--- src/rtl/bpws_pkg.sv ---
// bpws_pkg: shared types and constants of the bev pool weighted sum unit
// depends on nothing; imported by every module of the block
package bpws_pkg;

    localparam int ACC_W     = 48;
    localparam int PROD_W    = 33;
    localparam int NUM_CH_W  = 7;
    localparam int CH_W      = 6;
    localparam int CELL_W    = 20;
    localparam int SUM_W     = 24;
    localparam int Q_DEPTH   = 4;
    localparam int RQ_DEPTH  = 4;
    localparam int RND_SHIFT = 15;

    localparam logic [NUM_CH_W-1:0] NUM_CH_RESET = 7'd64;
    localparam logic [SUM_W-1:0]    OUT_MAX      = 24'h7FFFFF;
    localparam logic [SUM_W-1:0]    OUT_MIN      = 24'h800000;

    typedef struct packed {
        logic [15:0]        depth_weight;
        logic signed [15:0] feature;
        logic [CH_W-1:0]    channel;
        logic [CELL_W-1:0]  bev_cell;
        logic               last_point;
    } item_t;

    typedef struct packed {
        logic signed [SUM_W-1:0] pooled_sum;
        logic [CH_W-1:0]         channel_out;
        logic [CELL_W-1:0]       cell_out;
        logic                    saturated;
    } result_t;

endpackage

--- src/rtl/bpws_front.sv ---
// bpws_front: channel count register, drop of inactive channels, item queue
// depends on bpws_pkg
module bpws_front
    import bpws_pkg::*;
#(
    parameter int MAX_CHANNELS = 64
)
(
    input  logic                clk,
    input  logic                rst_n,
    input  logic                cfg_valid,
    output logic                cfg_ready,
    input  logic [NUM_CH_W-1:0] cfg_data,
    input  logic                push,
    output logic                full,
    input  item_t               in_item,
    input  logic                deq,
    output logic                q_valid,
    output item_t               q_item
);

    localparam int PTR_W = (Q_DEPTH > 1) ? $clog2(Q_DEPTH) : 1;
    localparam int CNT_W = $clog2(Q_DEPTH + 1);

    logic [NUM_CH_W-1:0] num_ch_reg;
    item_t               q_mem [Q_DEPTH];
    logic [PTR_W-1:0]    wr_ptr_reg;
    logic [PTR_W-1:0]    rd_ptr_reg;
    logic [CNT_W-1:0]    cnt_reg;
    logic [CNT_W-1:0]    cnt_next;
    logic                active;
    logic                wr_en;
    logic                rd_en;

    assign cfg_ready = 1'b1;
    assign full      = (cnt_reg == CNT_W'(Q_DEPTH));
    assign q_valid   = (cnt_reg != '0);
    assign q_item    = q_mem[rd_ptr_reg];

    assign active = ({1'b0, in_item.channel} < num_ch_reg)
                 && (32'(in_item.channel) < 32'(MAX_CHANNELS));
    assign wr_en  = push && !full && active;
    assign rd_en  = deq && q_valid;

    always_comb
    begin
        cnt_next = cnt_reg;
        if (wr_en && !rd_en)
        begin
            cnt_next = cnt_reg + CNT_W'(1);
        end
        else if (rd_en && !wr_en)
        begin
            cnt_next = cnt_reg - CNT_W'(1);
        end
    end

    always_ff @(posedge clk or negedge rst_n)
    begin
        if (!rst_n)
        begin
            num_ch_reg <= NUM_CH_RESET;
            wr_ptr_reg <= '0;
            rd_ptr_reg <= '0;
            cnt_reg    <= '0;
        end
        else
        begin
            if (cfg_valid && cfg_ready)
            begin
                num_ch_reg <= cfg_data;
            end
            if (wr_en)
            begin
                wr_ptr_reg <= (wr_ptr_reg == PTR_W'(Q_DEPTH - 1)) ? '0
                                                                   : wr_ptr_reg + PTR_W'(1);
            end
            if (rd_en)
            begin
                rd_ptr_reg <= (rd_ptr_reg == PTR_W'(Q_DEPTH - 1)) ? '0
                                                                   : rd_ptr_reg + PTR_W'(1);
            end
            cnt_reg <= cnt_next;
        end
    end

    always_ff @(posedge clk)
    begin
        if (wr_en)
        begin
            q_mem[wr_ptr_reg] <= in_item;
        end
    end

endmodule

--- config.mk ---
export PLATFORM = sky130hd
export DESIGN_NAME = bpws_front
export DESIGN_NICKNAME = d
export VERILOG_FILES = /design/src/rtl/bpws_pkg.sv /design/src/rtl/bpws_front.sv
export SDC_FILE = /design/constraint.sdc
export NUM_CORES = 1
export LEC_CHECK = 0
export ABC_CLOCK_PERIOD_IN_PS = 2800
export BUFFER_PORTS_ARGS = -buffer_cell sky130_fd_sc_hd__buf_2
export CAP_MARGIN = 5
export CELL_PAD_IN_SITES_DETAIL_PLACEMENT = 1
export CELL_PAD_IN_SITES_GLOBAL_PLACEMENT = 1
export CORE_MARGIN = 10
export CORE_UTILIZATION = 50
export CTS_CLUSTER_SIZE = 28
export DETAILED_ROUTE_END_ITERATION = 8
export GPL_TIMING_DRIVEN = 0
export PLACE_DENSITY_LB_ADDON = 0.08
export SLEW_MARGIN = 0
export SYNTH_ARGS = -nofsm -noshare
export SYNTH_HDL_FRONTEND = slang
export SYNTH_SLANG_ARGS = --single-unit
--- constraint.sdc ---
create_clock -name clk -period 2.8 [get_ports clk]
set_clock_uncertainty 0.1 [all_clocks]
set_input_delay 0.14 -clock clk [delete_from_list [all_inputs] [get_ports clk]]
set_output_delay 0.14 -clock clk [all_outputs]
set_load 0.02 [all_outputs]
==> reports/qor.txt <==
Outcome: completed
Number of port buffers: 131
DRT Wirelength: 20.83 mm
Ports: 133
Area of the mapped netlist: 9329 µm²
Fill count: 1,525
Die ar.: 24,520 µm²
Initial antenna violation count: 1
Buf/Inv on CP: 2
Max Transition Viols Final: 0
Synth Warn #: 0
Seq/Total Area, Yosys: 79.73%
Path type of the worst setup path: reg2reg
Netlist cell types: 29
Vias in the first global route: 5,492
Proportion of synthesized area in mux cells: 15.05%
Net switching power: 3.763 mW
Wire length per cell: 23.83 µm
CTS Buf Count: 26
DP HPWL: 12.37 mm
Die W: 156.6 µm
CTS HTree Levels: 1
Synth area leader: edfxtp_1
Core Area: 18,150 µm²
Synth Area per Inst: 24.17 µm²
Max Clk Rate: 0.3701 GHz
Delay-heaviest family, CP: adder cells
Peak supply drop: 0.0007072 V
Main synth FF type: edfxtp_1
Max transition margin: 54.13%
Largest family of logic cells by synthesized area: multiplexers
Nets: 707
Worst path max stage delay: 370 ps
DRC: 0
Hold crit path type: in2reg
Synth Area in Compound Gates: 0.8718%
Crit path time final: 2702 ps
Sinks on Clock Net: 250
DP Worst Slack: 28.95 ps
Router iterations before antenna repair: 4
Sequential fraction of design power: 40.7%
Int Pwr: 8.469 mW
Synth area leaders: edfxtp_1, mux4_2, dfrtp_1
Final Cycle Share: 96.49%
Via density: 5.419
# rows: 49
Leakage: 4.268 nW
Worst Tran Pin Value: 688.0 ps
Synth Area in Adders: 1.690%
Bufs on Longest Clock Path: 3
Clock power frac: 27.9%
Pwr dens: 1023 nW/µm²
Setup violations, final: 0
Max reg flops: 236
Layout area overhead: 28.22%
Crit-path slowest cell: fa_1
CTS tree: yes
Die height: 156.6 µm
Gpl congestion: 0.7435
CP max FO: 6
Synth async-reset ratio: 5.600%
Post-synth EDFFs: 236
Largest net degree at the start of global routing: 50
Comb pwr share: 31.4%
Critical-path cell list: inv_1 -> ha_1 -> a211oi_2 -> o311ai_2 -> a21oi_4 -> ha_1 -> inv_1 -> fa_1 -> xor2_1 -> nor2_1 -> xor2_1
Worst Path Arrival: 3030 ps
Hold Vio Cnt, Final: 0
Global route overflow: 0
Cells after Synth: 386
WP data required: 3130 ps
Synth Area in XOR/XNOR: 0.2817%
DP Area: 10,360 µm²
Post-Synth Simple-Gate Area: 1.153%
Worst-Skew Late Latency: 510 ps
Syn nets: 469
Synth top area share: 75.97%
Share of cells above drive strength 1: 39.60%
Routed vias: 4,736
Initial core utilization: 51.41%
First-pass GRT wire length: 32.47 mm
Final Instance Area: 11,960 µm²
Iter 0 DRT Violations: 297
Worst-path clk slew: 60 ps
Clk root buf: clkbuf_16
Number of max-cap violations: 0
GRT Overall Usage: 17.34%
Synthesized flop and latch total: 250
CP Launch Type: flip-flop
Crit. End Element: flip-flop
Sw frac: 30.76%
Final WS setup: 98.17 ps
Routed Antenna Nets: 0
per-layer routing:
metal	part of all wire (%)	up-vias	track usage, %
li1	-	2091	-
met1	40	2487	21.34
met2	53	136	30.84
met3	5.2	22	3.673
met4	1.4	0	3.955
met5	0	-	0
Yosys cell counts, types with 2 or more instances:
library cell and count:
buf_2 7, mux2_2 4, clkbuf_1 7, nand2_1 6
ha_1 11, buf_4 2, nor2_1 5, inv_1 9
xor2_1 2, dfrtp_1 13, edfxtp_1 236, mux2_4 2
mux4_2 59, and2_2 4, o21ai_0 5
metrics by stage:
step / std cells / hold WS (ps) / util [%] / power (mW) / setup TNS [ps]
after floorplan: 386 / -255.6 / - / 7.524 / 0
after global placement: 746 / -37.46 / 56.60 / 8.700 / -120240
after detailed placement: 750 / -40.02 / 57.11 / 8.883 / 0
after CTS: 871 / 63.44 / 65.79 / 12.40 / 0
after global routing: 874 / 156.2 / 65.91 / 12.84 / -0.2025
final: 874 / 109.3 / 65.91 / 12.23 / 0
cell families after synthesis:
family / Yosys count
DFF: 250
muxes: 65
buffers and inverters: 25
and+or+nand+nor: 20
adders and majority gates: 12
AOI/OAI and AO/OA: 10
xor gates and xnor gates: 3
other: 1
worst min-delay path: stages:
cell	delay, ps
buf_2	130
clkbuf_1	230
nand2_1	110
o21ai_0	70
final cells by class:
class | instances | area (µm²) | share of cell area [%]
inverter | 9 | 33.78 | 0.2824
multi-input combinational | 111 | 1790 | 14.97
tap | 229 | 286.5 | 2.395
buffer | 16 | 76.32 | 0.6381
clock inverter | 8 | 112.6 | 0.9414
antenna | 1 | 2.502 | 0.02092
clock buffer | 40 | 734.5 | 6.140
timing repair buffer | 210 | 1486 | 12.43
sequential | 250 | 7438 | 62.19
what timing repair did:
item | CTS | global route
setup endpoints to repair | 5 | 101
resized for setup | 0 | 1
hold buffers | 72 | 0
buffers inserted | 1 | 2
hold endpoints to repair | 259 | 0
final timing paths:
| path | start | end | slack, ps | depth (start not counted) |
|---|---|---|---|---|
| max | num_ch_reg[4] | cnt_reg[2] | 100 | 11 |
| min | cfg_valid | num_ch_reg[5] | 110 | 4 |
| max reg2reg | num_ch_reg[4] | cnt_reg[2] | 100 | 11 |
| min reg2reg | cnt_reg[2] | cnt_reg[2] | 400 | 1 |
| max in group asynchronous | rst_n | num_ch_reg[4] | 950 | 4 |
| min in group asynchronous | rst_n | num_ch_reg[6] | 570 | 3 |
placed cells by master, fill, tap and decap left out, types with 2 or more instances in the layout:
cell	count
edfxtp_1	236
buf_2	138
dlygate4sd3_1	72
mux4_2	59
clkbuf_16	27
clkbuf_1	19
dfrtp_1	13
ha_1	11
inv_1	9
nand2_1	6
nor2_1	5
buf_4	5
o21ai_0	5
and2_4	4
mux2_2	4
bufinv_16	3
clkinv_2	3
buf_12	3
mux2_4	2
xor2_1	2
clkinv_1	2
power groups by stage:
stage,combinational (mW),clock [mW],sequential [mW]
floorplan,2.54,0,4.98
global placement,3.68,0,5.02
detailed placement,3.84,0,5.05
CTS,3.94,3.48,4.98
global route,4.15,3.66,5.03
finish,3.84,3.41,4.98
No activity file was read; power rests on OpenSTA's default activity.
