File: config.mk
export PLATFORM = sky130hd
export DESIGN_NAME = bpws_accum
export DESIGN_NICKNAME = d
export VERILOG_FILES = /design/src/rtl/bpws_pkg.sv /design/src/rtl/bpws_accum.sv
export SDC_FILE = /design/constraint.sdc
export NUM_CORES = 2
export LEC_CHECK = 0
export ABC_AREA = 0
export BUFFER_PORTS_ARGS = -buffer_cell sky130_fd_sc_hd__buf_2
export CORE_MARGIN = 2
export CORE_UTILIZATION = 57
export DETAILED_ROUTE_END_ITERATION = 12
export PLACE_DENSITY_LB_ADDON = 0.08
export SLEW_MARGIN = 20
export SYNTH_ARGS = -nofsm -noshare
export SYNTH_HDL_FRONTEND = slang
export SYNTH_SLANG_ARGS = --single-unit
File: constraint.sdc
create_clock -name clk -period 6.1 [get_ports clk]
set_input_delay 0.61 -clock clk [delete_from_list [all_inputs] [get_ports clk]]
set_output_delay 0.61 -clock clk [all_outputs]
set_load 0.01 [all_outputs]
File: src/rtl/bpws_pkg.sv
// bpws_pkg: shared types and constants of the bev pool weighted sum unit
// depends on nothing; imported by every module of the block
package bpws_pkg;

    localparam int ACC_W     = 48;
    localparam int PROD_W    = 33;
    localparam int NUM_CH_W  = 7;
    localparam int CH_W      = 6;
    localparam int CELL_W    = 20;
    localparam int SUM_W     = 24;
    localparam int Q_DEPTH   = 4;
    localparam int RQ_DEPTH  = 4;
    localparam int RND_SHIFT = 15;

    localparam logic [NUM_CH_W-1:0] NUM_CH_RESET = 7'd64;
    localparam logic [SUM_W-1:0]    OUT_MAX      = 24'h7FFFFF;
    localparam logic [SUM_W-1:0]    OUT_MIN      = 24'h800000;

    typedef struct packed {
        logic [15:0]        depth_weight;
        logic signed [15:0] feature;
        logic [CH_W-1:0]    channel;
        logic [CELL_W-1:0]  bev_cell;
        logic               last_point;
    } item_t;

    typedef struct packed {
        logic signed [SUM_W-1:0] pooled_sum;
        logic [CH_W-1:0]         channel_out;
        logic [CELL_W-1:0]       cell_out;
        logic                    saturated;
    } result_t;

endpackage

File: src/rtl/bpws_accum.sv
// bpws_accum: per-channel accumulator memory, multiply-accumulate and output rounding
// depends on bpws_pkg
module bpws_accum
    import bpws_pkg::*;
#(
    parameter int MAX_CHANNELS = 64
)
(
    input  logic        clk,
    input  logic        rst_n,
    input  logic        issue,
    input  item_t       item,
    output logic [1:0]  pend_cnt,
    output logic        res_valid,
    output result_t     res
);

    localparam int ACC_DEPTH = (MAX_CHANNELS < 64) ? MAX_CHANNELS : 64;
    localparam int IDX_W     = (ACC_DEPTH > 1) ? $clog2(ACC_DEPTH) : 1;
    localparam int RND_W     = ACC_W + 1 - RND_SHIFT;

    logic [ACC_W-1:0]        acc_mem [ACC_DEPTH];
    logic [ACC_DEPTH-1:0]    vld_reg;
    logic [IDX_W-1:0]        issue_idx;

    logic                    s1_valid_reg;
    logic                    s1_last_reg;
    logic [CH_W-1:0]         s1_ch_reg;
    logic [CELL_W-1:0]       s1_cell_reg;
    logic signed [PROD_W-1:0] s1_prod_reg;
    logic [ACC_W-1:0]        rd_data_reg;
    logic                    rd_vld_reg;
    logic [IDX_W-1:0]        s1_idx;

    logic                    byp_valid_reg;
    logic [IDX_W-1:0]        byp_idx_reg;
    logic [ACC_W-1:0]        byp_data_reg;

    logic [ACC_W-1:0]        acc_base;
    logic [ACC_W-1:0]        acc_sum;

    logic                    s2_valid_reg;
    logic [ACC_W-1:0]        s2_sum_reg;
    logic [CH_W-1:0]         s2_ch_reg;
    logic [CELL_W-1:0]       s2_cell_reg;

    logic signed [ACC_W:0]   rnd_full;
    logic [RND_W-1:0]        rnd_q;
    logic                    sat_hi;
    logic                    sat_lo;

    assign issue_idx = item.channel[IDX_W-1:0];
    assign s1_idx    = s1_ch_reg[IDX_W-1:0];

    // bypass covers the write that the registered read missed
    always_comb
    begin
        if (byp_valid_reg && (byp_idx_reg == s1_idx))
        begin
            acc_base = byp_data_reg;
        end
        else if (rd_vld_reg)
        begin
            acc_base = rd_data_reg;
        end
        else
        begin
            acc_base = '0;
        end
        acc_sum = acc_base + {{(ACC_W-PROD_W){s1_prod_reg[PROD_W-1]}}, s1_prod_reg};
    end

    always_ff @(posedge clk or negedge rst_n)
    begin
        if (!rst_n)
        begin
            vld_reg       <= '0;
            s1_valid_reg  <= 1'b0;
            byp_valid_reg <= 1'b0;
            s2_valid_reg  <= 1'b0;
        end
        else
        begin
            s1_valid_reg  <= issue;
            byp_valid_reg <= s1_valid_reg;
            s2_valid_reg  <= s1_valid_reg && s1_last_reg;
            if (s1_valid_reg)
            begin
                vld_reg[s1_idx] <= !s1_last_reg;
            end
        end
    end

    always_ff @(posedge clk)
    begin
        if (issue)
        begin
            s1_last_reg <= item.last_point;
            s1_ch_reg   <= item.channel;
            s1_cell_reg <= item.bev_cell;
            s1_prod_reg <= $signed({1'b0, item.depth_weight}) * item.feature;
            rd_data_reg <= acc_mem[issue_idx];
            rd_vld_reg  <= vld_reg[issue_idx];
        end
        if (s1_valid_reg)
        begin
            acc_mem[s1_idx] <= acc_sum;
        end
        byp_idx_reg  <= s1_idx;
        byp_data_reg <= s1_last_reg ? '0 : acc_sum;
        s2_sum_reg   <= acc_sum;
        s2_ch_reg    <= s1_ch_reg;
        s2_cell_reg  <= s1_cell_reg;
    end

    // round half up, then clip to the output range
    always_comb
    begin
        rnd_full = $signed({s2_sum_reg[ACC_W-1], s2_sum_reg}) + (ACC_W+1)'(16384);
        rnd_q    = rnd_full[ACC_W:RND_SHIFT];
        sat_hi   = !rnd_q[RND_W-1] && (rnd_q[RND_W-2:SUM_W-1] != '0);
        sat_lo   = rnd_q[RND_W-1] && (rnd_q[RND_W-2:SUM_W-1] != '1);
        res.channel_out = s2_ch_reg;
        res.cell_out    = s2_cell_reg;
        res.saturated   = sat_hi || sat_lo;
        if (sat_hi)
        begin
            res.pooled_sum = OUT_MAX;
        end
        else if (sat_lo)
        begin
            res.pooled_sum = OUT_MIN;
        end
        else
        begin
            res.pooled_sum = rnd_q[SUM_W-1:0];
        end
    end

    assign res_valid = s2_valid_reg;
    assign pend_cnt  = {1'b0, s1_valid_reg && s1_last_reg} + {1'b0, s2_valid_reg};

endmodule

==> metrics.md <==
| Metric | Value |
|---|---|
| First-pass DRT Iterations | `6` |
| Die H | `496 um` |
| #FFs+latches synth | `3,356` |
| Tot Pwr | `68,600 uW` |
| CTS tree | `done` |
| Total Wirelength | `372,000 um` |
| Fin. Hold Viols | `0` |
| Maximum vdd drop | `0.609 mV` |
| Rows | `180` |
| Critical-path top delay cell | `edfxtp_1` |
| Final ANT Viol Nets | `0` |
| Final Max Tran Viols | `0` |
| HPWL after DPL | `213,000 um` |
| Max Cap Violations | `0` |
| Type of element capturing the critical path | `flip-flop` |
| Clock Latency Late Sink | `990 ps` |
| Nets | `7,642` |
| F_max | `171 MHz` |
| Post-Syn Instances | `6,688` |
| CTS buffer count | `349` |
| Synth cell types | `77` |
| CP arrival | `6440 ps` |
| Sw Ratio | `28.4%` |
| Simple-Gate Fraction of Synth Area | `2.66%` |
| Minimum clock period | `5840 ps` |
| Routed WL per cell | `34.9 um` |
| Worst slew margin | `22.4%` |
| First-pass GRT wire length | `528,000 um` |
| Synth Area in XOR/XNOR | `0.672%` |
| CP most frequent cell | `o21ai_0` |
| Root Driver | `clkbuf_16` |
| Die ar. | `246,000 um2` |
| Mean Syn Cell Area | `20.7 um2` |
| Starting Density | `57.4%` |
| Crit path largest cell delay | `570 ps` |
| Area growth from synthesis to layout | `14.2%` |
| Clock Skews | `113 ps` |
| Largest net degree at the start of global routing | `116` |
| Reg clk slew, reported paths | `60 ps` |
| Vias in the first global route | `70.0k` |
| Final Worst Setup Slack | `259 ps` |
| Lkg Pwr | `0.0527 uW` |
| Clock Path Buffers | `4` |
| Worst setup path endpoint | `acc_mem[28][20]` |
| Via/cell ratio | `6.60` |
| Depth of the worst register-to-register path | `16` |
| Synth Flop Type | `edfxtp_1` |
| Fin util | `65.6%` |
| RSZ-0062 raised after global routing | `no` |
| Critical Path Start Type | `flip-flop` |
| Grt total ovfl | `0` |
| Syn Std Cell Area | `138,000 um2` |
| Area contributors post-synth | `edfxtp_1 69%, mux4_2 17%, fa_1 2.8%, dfxtp_1 1.6%, ha_1 1.5%` |
| Crit-path cells | `xor2_1, nor4_2, buf_12, o21ai_0, ha_1, fa_1, a211oi_1, o21a_1, o21ai_0, a21boi_0, o21ai_0, buf_4, a41oi_1, o21bai_1, xor2_4, buf_4` |
| Post-synthesis mux area share | `16.8%` |
| Worst R2R Setup Slack | `260 ps` |
| Pre-CTS setup slack | `-629 ps` |
| Required @ worst endpoint | `6700 ps` |
| Sequential share of the synthesized area | `71.9%` |
| Hold-critical path depth | `1` |
| Crit path from | `s1_ch_reg[5]` |
| IO buf count | `115` |
| Sink Count | `3,356` |
| All-Layer GR Usage | `30.7%` |
| Net Switching | `19,500 uW` |
| DR vias | `70.4k` |
| Syn. warnings | `0` |
| Compound-Gate Fraction of Synth Area | `1.87%` |
| Combinational power share | `24.2%` |
| EDFF count, synth | `3,181` |
| Worst-Margin Slew | `1160 ps` |
| Count leader, synth | `edfxtp_1` |
| Worst r2r dst | `acc_mem[28][20]` |
| Adder-cell share of the synthesized area | `4.37%` |
| Layout cells sized above 1 | `28.8%` |
| Outcome | `complete, no violations` |
| Tcrit/Tclk final | `95.8%` |
| Internal power | `49,100 uW` |
| R2r startpoint | `s1_ch_reg[5]` |
| Syn_nets | `7,116` |
| Initial antenna violation count | `12` |
| Final hold slack | `132 ps` |
| Ys async rst share | `2.00%` |
| Initial drt markers | `9,343` |
| Core area | `241,000 um2` |
| Sequential share of power | `45.1%` |
| H-tree levels | `5` |
| Top cells by count, synth | `3,181 x edfxtp_1, 1,024 x mux4_2, 343 x nand2_1` |
| IO Pins | `116` |
| Final setup viols | `0` |
| Setup Crit Path Kind | `reg -> reg` |
| GP Congestion | `0.880` |
| Cell taking the most area after synthesis | `edfxtp_1` |
| X dimension of the die | `496 um` |
| Crit Path Max Fanout | `65` |
| Synth top area share | `69.1%` |
| Largest family of logic cells by synthesized area | `multiplexers` |
| Min-Delay Path Class | `in -> reg` |
| Clock group share of total power | `30.6%` |
| Cell Pwr Density | `435 nW/um2` |
| Max FFs per register | `3,072` |
| Drt drc | `0` |
==> power by group through the flow <==
| stage | registers (uW) | clock network, uW | logic (uW) |
|---|---|---|---|
| floorplan | 31600 | 0 | 9150 |
| global placement | 31400 | 0 | 16100 |
| detailed placement | 31400 | 0 | 16400 |
| CTS | 31000 | 21200 | 16600 |
| global route | 31000 | 22100 | 18300 |
| finish | 31000 | 21000 | 16600 |
==> worst min-delay path by stage <==
stage,to,slack [ps],startpoint
after global placement,s2_cell_reg[8],320,s1_cell_reg[8]
after floorplan,byp_valid_reg,310,rst_n
after detailed placement,s2_cell_reg[17],330,s1_cell_reg[17]
after CTS,s1_cell_reg[19],90,issue
after global routing,s1_cell_reg[15],100,issue
final,s1_cell_reg[0],130,issue
==> metal layers <==
| metal | GRT usage, % | wire (um) |
|---|---|---|
| met1 | 45.2 | 147000 |
| met2 | 48.3 | 178000 |
| met3 | 4.92 | 34500 |
| met4 | 9.51 | 12600 |
| met5 | 0 | 13 |
==> logic make-up after synthesis <==
kind of cell	Yosys count
DFF	3356
muxes	1040
and+or+nand+nor	764
buffers and inverters	629
AOI/OAI and AO/OA	427
adders and majority gates	366
xor gates and xnor gates	106
==> cell type report <==
type / count / area (um2)
antenna: 6 / 15.0
clock buffer: 437 / 9420
clock inverter: 176 / 1810
fill: 15700 / 82800
inverter: 284 / 1120
multi-input combinational: 2703 / 37500
sequential: 3356 / 99400
tap: 3185 / 3990
timing repair buffer: 520 / 4690
==> stage by stage <==
stage | area [um2] | instances | setup TNS [ps]
5_1_grt | 158000 | 10700 | 0
4_1_cts | 158000 | 10700 | 0
6_report | 158000 | 10700 | 0
2_1_floorplan | 138000 | 6688 | 0
3_5_place_dp | 146000 | 10000 | -4310
3_3_place_gp | 146000 | 10000 | -4150
==> worst max-delay path, delay by kind of cell, from the launching register on <==
kind	cells	cell delay, ps
XOR/XNOR	2	420
AND/OR/NAND/NOR	1	460
adder cells (fa/ha/maj)	2	760
flip-flops	1	570
AO/OA/AOI/OAI	8	2310
buffers and inverters	3	950
==> placed cells by master (no fill, tap or decap), types with 29 or more instances in the layout <==
| cell | Yosys | final |
|---|---|---|
| clkinv_1 | 0 | 64 |
| o31ai_1 | 42 | 42 |
| nor2_1 | 106 | 61 |
| xor2_1 | 50 | 29 |
| nor2_4 | 0 | 44 |
| and2_1 | 127 | 127 |
| fa_1 | 195 | 195 |
| a21oi_1 | 84 | 84 |
| o21ai_0 | 164 | 163 |
| ha_1 | 171 | 171 |
| nor2b_1 | 52 | 52 |
| nand2_1 | 343 | 342 |
| edfxtp_1 | 3181 | 3181 |
| clkbuf_16 | 0 | 358 |
| mux4_2 | 1024 | 1024 |
| buf_12 | 0 | 76 |
| a21o_1 | 40 | 40 |
| dfxtp_1 | 108 | 108 |
| inv_1 | 283 | 262 |
| buf_4 | 0 | 307 |
| buf_2 | 17 | 108 |
| clkinv_2 | 0 | 48 |
| clkbuf_1 | 243 | 63 |
| dfrtp_1 | 67 | 67 |
| bufinv_16 | 0 | 35 |
| xnor2_1 | 56 | 33 |
| nand3_1 | 30 | 30 |
==> what timing repair did <==
item,CTS,global route
resized for setup,0,5
setup endpoints to repair,0,184
hold buffers,22,0
setup buffers,0,0
hold endpoints to repair,88,0
Power figures use the tool's default switching activity.
