--- src/rtl/bpws_pkg.sv ---
// bpws_pkg: shared types and constants of the bev pool weighted sum unit
// depends on nothing; imported by every module of the block
package bpws_pkg;

    localparam int ACC_W     = 48;
    localparam int PROD_W    = 33;
    localparam int NUM_CH_W  = 7;
    localparam int CH_W      = 6;
    localparam int CELL_W    = 20;
    localparam int SUM_W     = 24;
    localparam int Q_DEPTH   = 4;
    localparam int RQ_DEPTH  = 4;
    localparam int RND_SHIFT = 15;

    localparam logic [NUM_CH_W-1:0] NUM_CH_RESET = 7'd64;
    localparam logic [SUM_W-1:0]    OUT_MAX      = 24'h7FFFFF;
    localparam logic [SUM_W-1:0]    OUT_MIN      = 24'h800000;

    typedef struct packed {
        logic [15:0]        depth_weight;
        logic signed [15:0] feature;
        logic [CH_W-1:0]    channel;
        logic [CELL_W-1:0]  bev_cell;
        logic               last_point;
    } item_t;

    typedef struct packed {
        logic signed [SUM_W-1:0] pooled_sum;
        logic [CH_W-1:0]         channel_out;
        logic [CELL_W-1:0]       cell_out;
        logic                    saturated;
    } result_t;

endpackage

--- src/rtl/bpws_result_queue.sv ---
// bpws_result_queue: small queue of finished sums toward the consumer
// depends on bpws_pkg
module bpws_result_queue
    import bpws_pkg::*;
#(
    parameter int DEPTH = 4
)
(
    input  logic                         clk,
    input  logic                         rst_n,
    input  logic                         wr_en,
    input  result_t                      wr_data,
    input  logic                         pop,
    output logic                         empty,
    output result_t                      rd_data,
    output logic [$clog2(DEPTH+1)-1:0]   count
);

    localparam int PTR_W = (DEPTH > 1) ? $clog2(DEPTH) : 1;
    localparam int CNT_W = $clog2(DEPTH + 1);

    result_t          mem [DEPTH];
    logic [PTR_W-1:0] wr_ptr_reg;
    logic [PTR_W-1:0] rd_ptr_reg;
    logic [CNT_W-1:0] cnt_reg;
    logic             rd_en;

    assign empty   = (cnt_reg == '0);
    assign rd_data = mem[rd_ptr_reg];
    assign count   = cnt_reg;
    assign rd_en   = pop && !empty;

    always_ff @(posedge clk or negedge rst_n)
    begin
        if (!rst_n)
        begin
            wr_ptr_reg <= '0;
            rd_ptr_reg <= '0;
            cnt_reg    <= '0;
        end
        else
        begin
            if (wr_en)
            begin
                wr_ptr_reg <= (wr_ptr_reg == PTR_W'(DEPTH - 1)) ? '0 : wr_ptr_reg + PTR_W'(1);
            end
            if (rd_en)
            begin
                rd_ptr_reg <= (rd_ptr_reg == PTR_W'(DEPTH - 1)) ? '0 : rd_ptr_reg + PTR_W'(1);
            end
            if (wr_en && !rd_en)
            begin
                cnt_reg <= cnt_reg + CNT_W'(1);
            end
            else if (rd_en && !wr_en)
            begin
                cnt_reg <= cnt_reg - CNT_W'(1);
            end
        end
    end

    always_ff @(posedge clk)
    begin
        if (wr_en)
        begin
            mem[wr_ptr_reg] <= wr_data;
        end
    end

endmodule

--- config.mk ---
export PLATFORM = sky130hd
export DESIGN_NAME = bpws_result_queue
export DESIGN_NICKNAME = d
export VERILOG_FILES = /design/src/rtl/bpws_pkg.sv /design/src/rtl/bpws_result_queue.sv
export SDC_FILE = /design/constraint.sdc
export NUM_CORES = 1
export LEC_CHECK = 0
export BUFFER_PORTS_ARGS = -buffer_cell sky130_fd_sc_hd__buf_2
export CORE_ASPECT_RATIO = 0.75
export CORE_MARGIN = 10
export CORE_UTILIZATION = 52
export CTS_CLUSTER_SIZE = 20
export DETAILED_ROUTE_END_ITERATION = 16
export PLACE_DENSITY_LB_ADDON = 0.3
export SLEW_MARGIN = 20
export SYNTH_ARGS = -nofsm -noshare
export SYNTH_HDL_FRONTEND = slang
export SYNTH_SLANG_ARGS = --single-unit
--- constraint.sdc ---
create_clock -name clk -period 2.8 [get_ports clk]
set_input_delay 0.14 -clock clk [delete_from_list [all_inputs] [get_ports clk]]
set_output_delay 0.14 -clock clk [all_outputs]
set_load 0.01 [all_outputs]
==> run_results.csv, run 1 <==
group,metric,value,unit
setup_path,worst-path-buf-inv,2,
floorplanning,fp.dieArea,20450,sq um
run_status,status,"finished, final reports clean",
sta,tightest_slew,0.5825,ns
global_route,grt_pass1_vias,4169,
yosys,yosys-top-cells-area,"edfxtp_1, mux4_2, dfrtp_1",
yosys,avgSynthCellArea,25.89,sq um
sta,slew_viol_final,0,
worst_hold_path,hp-start,"wr_data[15]",
sta,fin_skew,0.01126,ns
run,cap_violations,0,
layout,largest_register_ffs,204,
yosys,syn_area,7845,sq um
power_and_ir_drop,power_density,993.0,nW/um^2
power_and_ir_drop,power,9.814,mW
clocking,cts-root-buf,"clkbuf_16",
sta,max_freq,0.4307,GHz
layout,finalNetCount,549,
sta,grt_setup_unrepaired,"false",
placement,place.gp.congestion,0.6989,
layout,seqCellArea,6306,sq um
clocking,h-tree-depth,1,
routing,avgViaCountPerCell,5.370,
global_route,grt_max_degree,34,
clocking,clockBufferDepth,3,
yosys,ys_ff_latch,211,
clocking,postCtsSetupRepairBufs,0,
setup_path,r2r-start,"count[0]",
worst_hold_path,hold_path.class,"input port to flip-flop",
global_route,grt_overflow,0,
routing,vias,3775,
clocking,clock_sinks,211,
setup_path,path_delay_family,"flip-flops",
power_and_ir_drop,p_comb_share,27.2,%
setup_path,cp_max_fo,16,
layout,syn_to_final_growth,25.98,%
sta,fin_crit_sh,82.93,%
yosys,synthCells,303,
yosys,yosysWarnings,0,
sta,period_minus_slack,2.322,ns
power_and_ir_drop,total_leakage_power,3.463,nW
floorplanning,io_pins,110,
power_and_ir_drop,switchingPower,2.774,mW
yosys,yosys.area.top_type,"edfxtp_1",
floorplanning,rows,38,
floorplanning,die_w,161.8,microns
global_route,grt_pass1_wl,23920,microns
yosys,syn_nets,365,
setup_path,cp_slowest_cell,"dfrtp_4",
routing,wl_per_cell,21.27,microns
power_and_ir_drop,ir_drop,0.0005706,V
placement,place_hpwl,8809,microns
layout,drive_gt1_share,41.43,%
setup_path,worstSetupPathType,"flip-flop to output pin",
routing,route.detailed.drc,0,
global_route,antenna_found_initial,1,
clocking,tritoncts,"yes",
yosys,seq_area_frac_synth,80.32,%
yosys,ys_types,21,
layout,num-fill-cells,969,
routing,ant_nets,0,
routing,drt-initial-drc-count,272,
layout,multiInputGateArea,1398,sq um
power_and_ir_drop,pwr-share-seq,44.2,%
placement,port_buffers,109,
routing,drtPass1Iterations,4,
floorplanning,chipHeight,126.4,microns
setup_path,arrival,2.18,ns
sta,hold_violations,0,
yosys,synth_top_area_share,78.09,%
layout,top_register,"mem",
layout,fin_cells,703,
sta,setup_tns,0,ns
clocking,clk-insertion-delay-late,0.49,ns
sta,setup_violations,0,
setup_path,cp-end-kind,"output pin",
sta,max_slew_margin,61.17,%
power_and_ir_drop,intPower,7.040,mW
floorplanning,start_util,53.57,%
global_route,grt_use_total,14.73,%
routing,wl,14950,microns
placement,dp_cells,609,
floorplanning,fp.coreArea,14640,sq um
clocking,cts_buffers,21,
setup_path,path_cells,"buf_4 > mux4_2 > buf_2",
power_and_ir_drop,p_clk_share,28.6,%
setup_path,max_stage_delay,0.63,ns
setup_path,cp-start-kind,"flip-flop",
setup_path,worst_setup_path_startpoint,"rd_ptr_reg[0]",
power_and_ir_drop,switching_share,28.26,%
setup_path,crit_required,2.66,ns
clocking,clk_pin_slew_worst_paths,0.06,ns
[worst reg2reg max path, cell delays in order, from the launching register on]
cell,delay [ns]
dfrtp_1,0.46
o31ai_4,0.34
ha_1,0.25
inv_1,0.07
fa_1,0.39
xor2_1,0.18
nor2_1,0.13
xor2_1,0.15
[Yosys cell counts (all sizes together)]
cell type  count
edfxtp       204
mux4          51
buf           11
dfrtp          7
ha             6
and2           4
inv            3
mux2           2
nand2          2
nor2           2
nor3           2
o21ai          2
xor2           2
a21o           1
clkbuf         1
fa             1
o31ai          1
xnor2          1
[per-layer routing]
layer	global-route usage, %	up-vias	part of all wire, %
met3	4.072	18	6.4
met1	19.20	1971	42
met5	0	-	0
li1	-	1664	-
met2	24.39	122	50
met4	3.257	0	1.2
[path summary, 6_finish.rpt]
kind                                 end  slack (ns)  cells past startpoint
max in group asynchronous  rd_ptr_reg[0]        1.87                      3
min reg2reg                     count[2]        0.58                      1
max                          rd_data[39]        0.48                      3
min                           mem[1][15]        0.40                      2
max reg2reg                     count[2]        0.76                      7
min in group asynchronous       count[2]        0.63                      3
[logic make-up (layout without fill, tap and decap cells)]
logic type                 after synthesis  after routing  synth area share (%)
DFF                                    211            211                 80.32
AOI/OAI and AO/OA                        4              4                0.4945
buffers and inverters                   15            214                 1.930
muxes                                   53             53                 15.07
other                                    0              1                     0
xor gates and xnor gates                 3              3                0.3350
adders and majority gates                7              7                 1.212
and+or+nand+nor                         10             10                0.6380
[power groups by stage]
stage	Sequential (mW)	Combinational, mW	Clock, mW
final	4.34	2.67	2.80
after global routing	4.40	2.92	2.98
after CTS	4.35	2.75	2.87
after detailed placement	4.42	2.67	0
after global placement	4.38	2.64	0
after floorplan	4.26	1.88	0
[cell usage in the layout, fill, tap and decap left out, drive strengths merged]
| cell | synthesis | routed |
|---|---|---|
| and2 | 4 | 4 |
| edfxtp | 204 | 204 |
| o31ai | 1 | 1 |
| buf | 11 | 118 |
| ha | 6 | 6 |
| nor2 | 2 | 2 |
| inv | 3 | 4 |
| xnor2 | 1 | 1 |
| clkinvlp | 0 | 3 |
| bufinv | 0 | 3 |
| a21o | 1 | 1 |
| nand2 | 2 | 2 |
| dlygate4sd3 | 0 | 55 |
| clkinv | 0 | 9 |
| o21ai | 2 | 2 |
| nor3 | 2 | 2 |
| dfrtp | 7 | 7 |
| xor2 | 2 | 2 |
| mux4 | 51 | 51 |
| fa | 1 | 1 |
| mux2 | 2 | 2 |
| diode | 0 | 1 |
| clkbuf | 1 | 22 |
[repair_timing]
item                                   in CTS  in global routing
hold buffers                               55                  0
gates resized for setup                     0                  0
endpoints found under the hold margin     215                  0
[cell type report]
| cell class | instances | share of cell area (%) |
|---|---|---|
| repair buffers | 173 | 12.28 |
| diodes | 1 | 0.02532 |
| clock inverters | 16 | 1.747 |
| inverters | 3 | 0.1139 |
| clock buffers | 22 | 5.355 |
| flip-flops and latches | 211 | 63.81 |
| multi-input cells | 77 | 14.14 |
| well taps | 200 | 2.532 |
[through the flow]
step | setup slack, ns | hold WS, ns | util (%) | area (sq um)
6_report | 0.4780 | 0.4030 | 67.49 | 9883
5_1_grt | 0.3475 | 0.3935 | 67.49 | 9883
4_1_cts | 0.4160 | 0.3792 | 67.47 | 9881
3_5_place_dp | 0.7734 | -0.006048 | 58.92 | 8628
3_3_place_gp | 0.8730 | -0.01403 | 58.92 | 8628
2_1_floorplan | 0.5484 | -0.1556 | - | 7845
(Power assumes the default switching activity.)
==> inputs of run 2 (changes only) <==
- CORE_UTILIZATION: 52 -> 51
- clock period: 2.8 -> 2 ns (I/O delays scaled with it)
==> run 2 against run 1 <==
Critical endpoint is now rd_data[24]. Final cell count increased by 2.3%. Combinational power is 86% higher. The flow now finishes with violations (negative setup slack). Setup slack lost 0.52 ns. Non-clock buffer count increased by 14. Critical path type unchanged. Worst hold slack lost 0.36 ns. Final area rose by 4.2%. Routed wire length grew 0.94%. Clock power up 36%.
==> run_results.csv, run 2 (synthesis gave the netlist of run 1 again) <==
group,metric,value,unit
power_and_ir_drop,power,14.69,mW
run,cap_violations,0,
floorplanning,rows,39,
setup_path,r2r-end,"count[2]",
floorplanning,io_pins,110,
power_and_ir_drop,power_density,1426,nW/um^2
layout,drive_gt1_share,43.97,%
global_route,busiest_layer,"met2",
placement,place_hpwl,8885,microns
setup_path,worstSetupPathType,"flip-flop to output pin",
global_route,grt_overflow,0,
clocking,cts-root-buf,"clkbuf_16",
routing,ant_nets,0,
floorplanning,die_w,163.2,microns
sta,slew_viol_final,0,
global_route,antenna_found_initial,0,
sta,max_slew_margin,72.74,%
layout,antenna_cells,0,
floorplanning,fp.coreArea,15180,sq um
routing,drt-initial-drc-count,199,
floorplanning,fp.dieArea,20790,sq um
layout,top_register,"mem",
clocking,h-tree-depth,1,
layout,largest_register_ffs,204,
setup_path,r2r-start,"count[1]",
clocking,clockBufferDepth,3,
clocking,cts_buffers,20,
global_route,gr-usage-met3,3.723,%
placement,port_buffers,109,
routing,drtPass1Iterations,4,
clocking,tritoncts,"yes",
setup_path,reg2regPathDepth,7,
global_route,grt_use_total,14.42,%
routing,wl,15100,microns
sta,setup_violations,31,
clocking,clk-insertion-delay-late,0.48,ns
sta,max_freq,0.4897,GHz
placement,dp_slack,0.1029,ns
setup_path,arrival,1.94,ns
setup_path,cp-start-kind,"flip-flop",
setup_path,rrSetupSlack,0.13,ns
clocking,clk_pin_slew_worst_paths,0.06,ns
layout,finalNetCount,562,
worst_hold_path,hp-start,"pop",
routing,wl_per_cell,20.99,microns
routing,avgViaCountPerCell,5.257,
global_route,grt_pass1_wl,23560,microns
layout,final_common_cell,"edfxtp_1",
sta,hold_violations,0,
power_and_ir_drop,ir_drop,0.0006988,V
global_route,gr-usage-met2,23.57,%
setup_path,cp-end-kind,"output pin",
routing,vias,3780,
sta,tightest_slew,0.4088,ns
routing,route.detailed.drc,0,
global_route,grt_util_met1,19.14,%
sta,fin_skew,0.005588,ns
setup_path,crit_required,1.90,ns
run_status,status,"finished with violations",
global_route,grt_pass1_vias,4107,
sta,worst_slack,-0.04196,ns
sta,fin_crit_sh,102.1,%
sta,grt_setup_unrepaired,"true",
worst_hold_path,hold_end,"rd_ptr_reg[0]",
layout,mostFrequentLayoutCells,"edfxtp_1, buf_2, dlygate4sd3_1",
clocking,clock_sinks,211,
power_and_ir_drop,total_leakage_power,3.636,nW
sta,period_minus_slack,2.042,ns
worst_hold_path,min_path_cells,4,
floorplanning,chipHeight,127.4,microns
layout,syn_to_final_growth,31.28,%
setup_path,cp_max_fo,5,
sta,setup_tns,-0.5368,ns
layout,post-route-util,67.86,%
sta,hold-worst-slack,0.04353,ns
floorplanning,start_util,51.69,%
layout,num-fill-cells,960,
placement,place.gp.congestion,0.6961,
run_status,violations,"negative setup slack",
global_route,grt_max_degree,54,
worst_hold_path,hold_path.class,"input port to flip-flop",
run 2: final cells by class:
type                            instances  area [sq um]  share of cell area [%]
Multi-Input combinational cell         77          1389                   13.49
Inverter                                3         11.26                  0.1093
Clock buffer                           28         591.8                   5.747
Tap cell                              205         256.5                   2.491
Clock inverter                          8         90.09                  0.8747
Timing Repair Buffer                  187          1653                   16.05
Sequential cell                       211          6307                   61.24
run 2: critical path, stage by stage (launching register included):
cell and delay, ns:
dfrtp_4 0.48, buf_12 0.16, buf_12 0.12, mux4_2 0.54, buf_6 0.15
run 2: power by group:
| group | total (mW) | switching (mW) | leakage, nW | internal (mW) |
|---|---|---|---|---|
| combinational | 4.97 | 2.26 | 1.35 | 2.71 |
| clock | 3.80 | 1.48 | 0.334 | 2.32 |
| sequential | 5.91 | 0.231 | 1.95 | 5.68 |
run 2: per-stage QoR:
step,std cells,cell area [sq um]
final,719,10300
after global routing,719,10300
after CTS,716,10180
after detailed placement,620,8730
after global placement,620,8730
after floorplan,303,7850
run 2: worst max path at each step:
stage | startpoint | to | slack (ns) | cells past startpoint
2_1_floorplan | count[0] | count[2] | 0.10 | 7
3_3_place_gp | count[1] | count[2] | 0.19 | 7
3_5_place_dp | count[1] | count[2] | 0.10 | 7
4_1_cts | rd_ptr_reg[0] | rd_data[24] | -0.09 | 4
5_1_grt | rd_ptr_reg[0] | rd_data[24] | -0.10 | 4
6_report | rd_ptr_reg[0] | rd_data[24] | -0.04 | 4
run 2: repair_timing:
item,4_1_cts,5_1_grt
hold endpoints to repair,213,0
pin swaps,0,1
buffers inserted,5,1
hold buffers,54,0
cloned,1,2
endpoints found under the setup margin,43,43
resized for setup,28,12
run 2: per-layer routing:
metal	wire, microns	part of all wire [%]
met1	6311	42
met2	7406	49
met3	1157	7.7
met4	219	1.5
met5	0	0
==> inputs of run 3 (changes only) <==
- TNS_END_PERCENT: default -> 1
==> run 3 against run 2 <==
The flow still finishes with violations (negative setup slack). Worst hold slack worse by 0.010 ns. Count of clock-buffer cells in the layout is 6 lower. Final area hardly changed. Critical path depth did not move. Final cell count decreased by 0.70%. Largest power group unchanged. Combinational power grew 2%. Setup slack got worse by 0.010 ns. Maximum frequency down 0.51%. Sequential power about the same. Sequential cell count unchanged. Global-route usage is 0.29 points higher.
==> run_results.csv, run 3 (synthesis gave the netlist of run 1 again) <==
group,metric,value,unit
setup_path,worstSetupPathType,"flip-flop to output pin",
sta,max_freq,0.4873,GHz
setup_path,crit_required,1.90,ns
run,cap_violations,0,
clocking,tritoncts,"yes",
clocking,clk-insertion-delay-late,0.48,ns
sta,fin_crit_sh,102.6,%
global_route,grt_pass1_vias,4136,
clocking,clock_sinks,211,
clocking,cts_buffers,21,
power_and_ir_drop,total_leakage_power,3.615,nW
sta,grt_setup_unrepaired,"true",
setup_path,cp-start-kind,"flip-flop",
sta,worst_slack,-0.05233,ns
routing,met2_wirelength,7629,microns
layout,top_register,"mem",
routing,drtPass1Iterations,4,
sta,setup_tns,-0.4937,ns
routing,drt-initial-drc-count,270,
floorplanning,io_pins,110,
floorplanning,die_w,163.2,microns
layout,final_common_cell,"edfxtp_1",
setup_path,arrival,1.95,ns
global_route,grt_use_total,14.71,%
floorplanning,start_util,51.69,%
setup_path,cp-end-kind,"output pin",
sta,period_minus_slack,2.052,ns
layout,mostFrequentLayoutCells,"edfxtp_1, buf_2, dlygate4sd3_1",
clocking,clockBufferDepth,3,
layout,antenna_cells,0,
routing,routedLengthMet1,6386,microns
layout,syn_to_final_growth,31.36,%
floorplanning,fp.coreArea,15180,sq um
placement,place.gp.congestion,0.7322,
placement,port_buffers,109,
clocking,clk_pin_slew_worst_paths,0.06,ns
floorplanning,rows,39,
routing,top_layer,"met4",
layout,drive_gt1_share,43.03,%
global_route,grt_pass1_wl,23760,microns
routing,route.detailed.drc,0,
sta,max_slew_margin,72.69,%
power_and_ir_drop,power_density,1442,nW/um^2
routing,wl_per_cell,21.63,microns
sta,slew_viol_final,0,
setup_path,rrSetupSlack,0.12,ns
clocking,cts-root-buf,"clkbuf_16",
sta,hold_violations,0,
run_status,violations,"negative setup slack",
setup_path,cp_max_fo,7,
global_route,grt_max_degree,29,
sta,setup_violations,19,
global_route,antenna_found_initial,0,
clocking,h-tree-depth,1,
routing,vias,3812,
placement,dp_slack,0.1325,ns
routing,avgViaCountPerCell,5.339,
placement,dpl-instance-area,8705,sq um
run_status,status,"finished with violations",
layout,finalNetCount,558,
worst_hold_path,hold_path.class,"input port to flip-flop",
routing,wl,15450,microns
layout,largest_register_ffs,204,
power_and_ir_drop,ir_drop,0.001059,V
layout,num-fill-cells,950,
sta,fin_skew,0.007974,ns
floorplanning,fp.dieArea,20790,sq um
placement,place_hpwl,9066,microns
layout,stdcell_area,10300,sq um
sta,tightest_slew,0.4096,ns
floorplanning,chipHeight,127.4,microns
routing,ant_nets,0,
global_route,grt_overflow,0,
power_and_ir_drop,power,14.86,mW
routing,met3_length,1179,microns
==> run 3: metal layers <==
metal,global-route usage (%),vias to the layer above
met4,3.122,0
met2,23.83,142
met1,19.32,1971
li1,-,1675
met3,4.557,24
met5,0,-
==> run 3: final timing paths <==
kind / from / end / cells after the start
max: rd_ptr_reg[0] / rd_data[34] / 4
min: pop / rd_ptr_reg[0] / 4
max reg2reg: count[1] / count[2] / 7
min reg2reg: count[2] / count[2] / 1
max in group asynchronous: rst_n / rd_ptr_reg[0] / 3
min in group asynchronous: rst_n / rd_ptr_reg[0] / 3
==> run 3: repair_timing <==
| item | CTS | global route |
|---|---|---|
| setup buffers | 2 | 0 |
| gates resized for setup | 40 | 13 |
| endpoints found under the setup margin | 51 | 51 |
| endpoints found under the hold margin | 213 | 0 |
| gates cloned | 3 | 0 |
| hold buffers | 54 | 0 |
==> run 3: critical path: stages, from the launching register on <==
cell,delay (ns)
dfrtp_4,0.51
buf_12,0.15
buf_16,0.14
mux4_2,0.52
buf_6,0.14
==> run 3: cell type report <==
cell class	instances	area (sq um)	area share, %
clock buffer	22	529.3	5.136
clock inverter	14	150.1	1.457
inverter	3	11.26	0.1093
multi-input combinational	77	1386	13.45
sequential	211	6306	61.19
tap	205	256.5	2.489
timing repair buffer	182	1665	16.16
==> run 3: stage by stage <==
step / utilization [%] / hold WS [ns] / cells
after floorplan: - / -0.1956 / 303
after global placement: 57.36 / -0.05700 / 620
after detailed placement: 57.36 / -0.04823 / 620
after CTS: 67.75 / 0.01213 / 715
after global routing: 67.90 / 0.02664 / 714
final: 67.90 / 0.03343 / 714
==> run 3: power by group <==
group | switching (mW) | total, mW | internal [mW] | leakage (nW)
clock network | 1.55 | 3.85 | 2.30 | 0.321
registers | 0.244 | 5.92 | 5.68 | 1.95
logic | 2.30 | 5.08 | 2.79 | 1.34
